`config.mk`:
```
export PLATFORM = sky130hd
export DESIGN_NAME = rabst_merge
export DESIGN_NICKNAME = d
export VERILOG_FILES = /design/src/rtl/rabst_pkg.sv /design/src/rtl/rabst_merge.sv
export SDC_FILE = /design/constraint.sdc
export NUM_CORES = 1
export LEC_CHECK = 0
export BUFFER_PORTS_ARGS = -buffer_cell sky130_fd_sc_hd__buf_2
export CAP_MARGIN = 15
export CORE_ASPECT_RATIO = 1.2
export CORE_MARGIN = 8
export CORE_UTILIZATION = 57
export DETAILED_ROUTE_END_ITERATION = 10
export PLACE_DENSITY_LB_ADDON = 0.12
export SYNTH_ARGS = -nofsm -noshare
export SYNTH_HDL_FRONTEND = slang
export SYNTH_SLANG_ARGS = --single-unit
```
`constraint.sdc`:
```
create_clock -name clk -period 5.2 [get_ports clk]
set_clock_uncertainty 0.15 [all_clocks]
set_input_delay 0.26 -clock clk [delete_from_list [all_inputs] [get_ports clk]]
set_output_delay 0.26 -clock clk [all_outputs]
set_load 0.05 [all_outputs]
```
`src/rtl/rabst_pkg.sv`:
```
// Shared types, widths and register codes for the ray/box slab test.
`timescale 1ns / 1ps

package rabst_pkg;

    localparam int DATA_W        = 32;
    localparam int LEN_W         = 31;
    localparam int FRAC_BITS_DEF = 16;
    localparam int CFG_IDX_W     = 3;
    localparam int STAGES        = 5;

    // Configuration register indexes
    localparam logic [CFG_IDX_W-1:0] REG_BOX_MIN_X = 3'd0;
    localparam logic [CFG_IDX_W-1:0] REG_BOX_MIN_Y = 3'd1;
    localparam logic [CFG_IDX_W-1:0] REG_BOX_MIN_Z = 3'd2;
    localparam logic [CFG_IDX_W-1:0] REG_BOX_MAX_X = 3'd3;
    localparam logic [CFG_IDX_W-1:0] REG_BOX_MAX_Y = 3'd4;
    localparam logic [CFG_IDX_W-1:0] REG_BOX_MAX_Z = 3'd5;

    // Near/far slab distances of one axis
    typedef struct packed {
        logic signed [DATA_W-1:0] tn;
        logic signed [DATA_W-1:0] tf;
    } slab_t;

    // Per-stage load enables of the slab lanes
    typedef struct packed {
        logic diff;
        logic prod;
        logic sat;
    } lane_en_t;

endpackage

```
`src/rtl/rabst_merge.sv`:
```
// Interval narrowing over x/y then z, with early rejection and the hit decision.
`timescale 1ns / 1ps

module rabst_merge (
    input  logic                                 clk,
    input  logic                                 en_xy,
    input  logic                                 en_z,
    input  rabst_pkg::slab_t                     sx,
    input  rabst_pkg::slab_t                     sy,
    input  rabst_pkg::slab_t                     sz,
    input  logic [rabst_pkg::LEN_W-1:0]          len,
    output logic                                 hit,
    output logic signed [rabst_pkg::DATA_W-1:0]  t_enter,
    output logic signed [rabst_pkg::DATA_W-1:0]  t_exit
);

    localparam int DW = rabst_pkg::DATA_W;

    logic signed [DW-1:0]            tmin_reg, tmin_next, tmax_reg, tmax_next;
    logic                            rej_reg, rej_next;
    rabst_pkg::slab_t                sz_reg;
    logic [rabst_pkg::LEN_W-1:0]     len_reg;
    logic                            hit_reg, hit_next;
    logic signed [DW-1:0]            ten_reg, ten_next, tex_reg, tex_next;
    logic signed [DW-1:0]            len_s;

    // Stage 4: merge x with y
    always_comb
    begin
        rej_next  = (sx.tn > sy.tf) || (sy.tn > sx.tf);
        tmin_next = sx.tn;
        tmax_next = sx.tf;
        if (!rej_next)
        begin
            if (sy.tn > sx.tn)
                tmin_next = sy.tn;
            if (sy.tf < sx.tf)
                tmax_next = sy.tf;
        end
    end

    // Stage 5: merge z and decide
    always_comb
    begin
        len_s    = {1'b0, len_reg};
        ten_next = tmin_reg;
        tex_next = tmax_reg;
        hit_next = 1'b0;
        if (!rej_reg && !((tmin_reg > sz_reg.tf) || (sz_reg.tn > tmax_reg)))
        begin
            if (sz_reg.tn > tmin_reg)
                ten_next = sz_reg.tn;
            if (sz_reg.tf < tmax_reg)
                tex_next = sz_reg.tf;
            hit_next = (ten_next < len_s) && (tex_next > 0);
        end
    end

    always_ff @(posedge clk)
    begin
        if (en_xy)
        begin
            tmin_reg <= tmin_next;
            tmax_reg <= tmax_next;
            rej_reg  <= rej_next;
            sz_reg   <= sz;
            len_reg  <= len;
        end
        if (en_z)
        begin
            hit_reg <= hit_next;
            ten_reg <= ten_next;
            tex_reg <= tex_next;
        end
    end

    assign hit     = hit_reg;
    assign t_enter = ten_reg;
    assign t_exit  = tex_reg;

endmodule

```
==> impl_metrics.toml <==
[run]
max_cap_viol_count = 0

[critical_path]
rr_worst_depth = 18
crit_start = "sy[42]"
rr_startpoint = "tmin_reg[19]$_DFFE_PP_"
cp-start-kind = "input pin"
reg2reg_to = "hit$_SDFFCE_PN0P_"
slowest_delay_ns = 0.63
worstSetupPathType = "in -> reg"
path_max_fanout = 19
critical_path_arrival_ns = 5.13
crit_chain = "dlygate4sd3_1 > buf_2 > ha_1 > nand4_1 > nor4_1 > nand4_1 > a221oi_1 > o31ai_1 > o211ai_2 > nand3_2 > buf_4 > mux2_4 > dlygate4sd3_1"
crit_path_end = "tmin_reg[5]$_DFFE_PP_"
end_kind = "flop"
worstPathRequired_ns = 5.30
crit_path_top_delay_cell = "a221oi_1"
r2r_slack_ns = 0.29

[synth]
synth_top_area_frac = 0.421
ys_warn_count = 0
synth_cell_type_count = 56
synth_edf_count = 225
synthesis.nets = 1912
yosys_most_used_dff = "edfxtp_1"
synth.ff_latch_count = 225
synth_cells = 1402
ys_seq_area_frac = 0.421
syn_area_sq_mm = 0.0161
ys_top_cells_by_area = "edfxtp_1, ha_1, inv_1, mux2_2, mux2i_1"
avgSynthCellArea_sq_um = 11.5
synth_top_area_cell = "edfxtp_1"
synthArstFlopShare = 0

[final_layout]
fill_cells = 1991
multi_input_area_sq_mm = 0.00835
seqCellArea_sq_mm = 0.00676
drive_gt1_frac = 0.232
syn_to_final_growth_pct = 26.1
final_nets = 2381
largest_register_ffs = 64

[power_and_ir_drop]
peakVddDrop_uv = 190
power_leakage_nw = 9.92
power_density_mw_per_mm2 = 280

[routing]
vias_per_cell = 5.74
drt_iter0_drc = 759
drt_pass1_iterations = 7
wirelength_um = 48700
vias = 13000
wl_per_cell_um = 21.5
ant_nets = 0
drc = 0

[clock_tree]
tritoncts = "yes"
numCtsBuffers = 22
clockBufferDepth = 3
clkSinkCount = 225
clock_latency_ns = 0.53
clockRootBuffer = "clkbuf_16"
path_clk_slew_ns = 0.07
htreeDepth = 1

[timing]
hold_viol_final = 0
min_period_ns = 5.03
setup_viol = 0
tns_ns = 0
grt_setup_unrepaired = "no"
fmax_ghz = 0.199
worst_slew_pin_slew_ns = 0.863
fin_hold_ws_ns = 0.00351
maxSlewViolCount = 0
timing.final.crit_share = 0.968
max_slew_margin = 0.425

[global_route]
grt_max_degree = 66
antenna_found_initial = 1
grt_use_total = 0.283
grt_pass1_vias = 13800
grt_first_pass_wirelength_um = 74500
overflow = 0

[floorplan]
initial_core_util = 0.577
ios = 291
coreArea_sq_mm = 0.0278
fp-row-count = 67
die_y_um = 200
die_w_um = 169
dieArea_sq_mm = 0.0338

[placement]
gp_congestion = 0.940
port_buffers = 290
dp_hpwl_um = 39000

[hold_path]
min_path_type = "in -> reg"

[status]
status = "finished, final reports clean"
==> metal layers <==
metal	vias to the layer above	wire, um	global-route usage	share of wire
met5	-	0	0	0
met4	0	1840	0.100	0.038
met3	95	3070	0.0390	0.063
met2	500	22700	0.480	0.47
met1	6186	21100	0.368	0.43
li1	6217	-	-	-
==> cell usage after synthesis, types with 10 or more instances <==
cell        n
a21o_1     31
a21oi_1    71
edfxtp_1  225
ha_1      284
inv_1     231
mux2_2     65
mux2_4     30
mux2i_1    70
nand2_1    50
nand3_1    29
nand4_1    50
nor2_1     31
nor2b_1    10
nor3_1     19
nor4_1     21
o211ai_1   15
o21a_1     11
o21ai_0    40
==> critical path: cells and delay by family <==
kind | cells | cell delay [ns]
compound gates | 3 | 0.93
mux | 1 | 0.34
buf+inv | 4 | 1.76
fa+ha+maj | 1 | 0.29
simple gates | 4 | 1.55
==> how the worst min path moves through the flow <==
stage | slack [ns] | to | cells after the start | start
after floorplan | 0.21 | len_reg[0]$_DFFE_PP_ | 0 | len[0]
after global placement | 0.29 | sz_reg[7]$_DFFE_PP_ | 1 | sz[7]
after detailed placement | 0.29 | len_reg[4]$_DFFE_PP_ | 1 | len[4]
after CTS | 0.002 | tmin_reg[9]$_DFFE_PP_ | 2 | sx[41]
after global routing | 0.005 | tmin_reg[9]$_DFFE_PP_ | 2 | sx[41]
final | 0.004 | tmax_reg[3]$_DFFE_PP_ | 3 | sy[3]
==> placed cells by master, fill, tap and decap left out, types with 15 or more instances in the layout <==
master,instances
mux2_2,65
a21oi_1,71
inv_1,231
dlygate4sd3_1,159
nor2_1,29
ha_1,284
nand2_1,50
buf_2,289
o21ai_0,40
a21o_1,31
nand4_1,50
mux2i_1,70
o211ai_1,15
edfxtp_1,225
nor4_1,21
nor3_1,19
clkbuf_16,23
nand3_1,27
mux2_4,30
==> cells by family (layout without fill, tap and decap cells) <==
group / after synthesis / after routing / share of synthesized area
simple gates: 243 / 243 / 0.0811
flops: 225 / 225 / 0.421
fa+ha+maj: 284 / 284 / 0.221
other cells: 0 / 1 / 0
buf+inv: 246 / 727 / 0.0609
compound gates: 239 / 239 / 0.0987
mux: 165 / 165 / 0.117
==> through the flow <==
step	utilization	cells	power (mW)	setup slack (ns)	instance area, sq um
5_1_grt	0.728	2263	5.94	0.0145	20200
2_1_floorplan	-	1402	3.45	0.648	16100
4_1_cts	0.727	2262	5.66	0.211	20200
6_report	0.728	2263	5.66	0.165	20200
3_3_place_gp	0.646	2067	4.01	0.452	18000
3_5_place_dp	0.646	2067	4.04	0.273	18000
==> repair_timing <==
action / 4_1_cts / 5_1_grt
endpoints found under the setup margin: 0 / 1
hold buffers: 159 / 0
hold endpoints to repair: 130 / 0
buffers inserted: 0 / 0
resized for setup: 0 / 2
==> area by class of cell <==
class                      count  share of cell area
sequential                   225               0.334
multi-input combinational    931               0.412
antenna                        1            0.000124
inverter                     231              0.0428
timing repair buffer         460               0.155
clock buffer                  26              0.0290
clock inverter                10             0.00358
tap                          379              0.0234
==> power breakdown <==
part	total [mW]	switching [mW]	internal, mW
registers	2.33	0.113	2.21
clock network	1.51	0.663	0.847
logic	1.83	1.06	0.768
total	5.66	1.83	3.83
No activity file was read; power rests on OpenSTA's default activity.
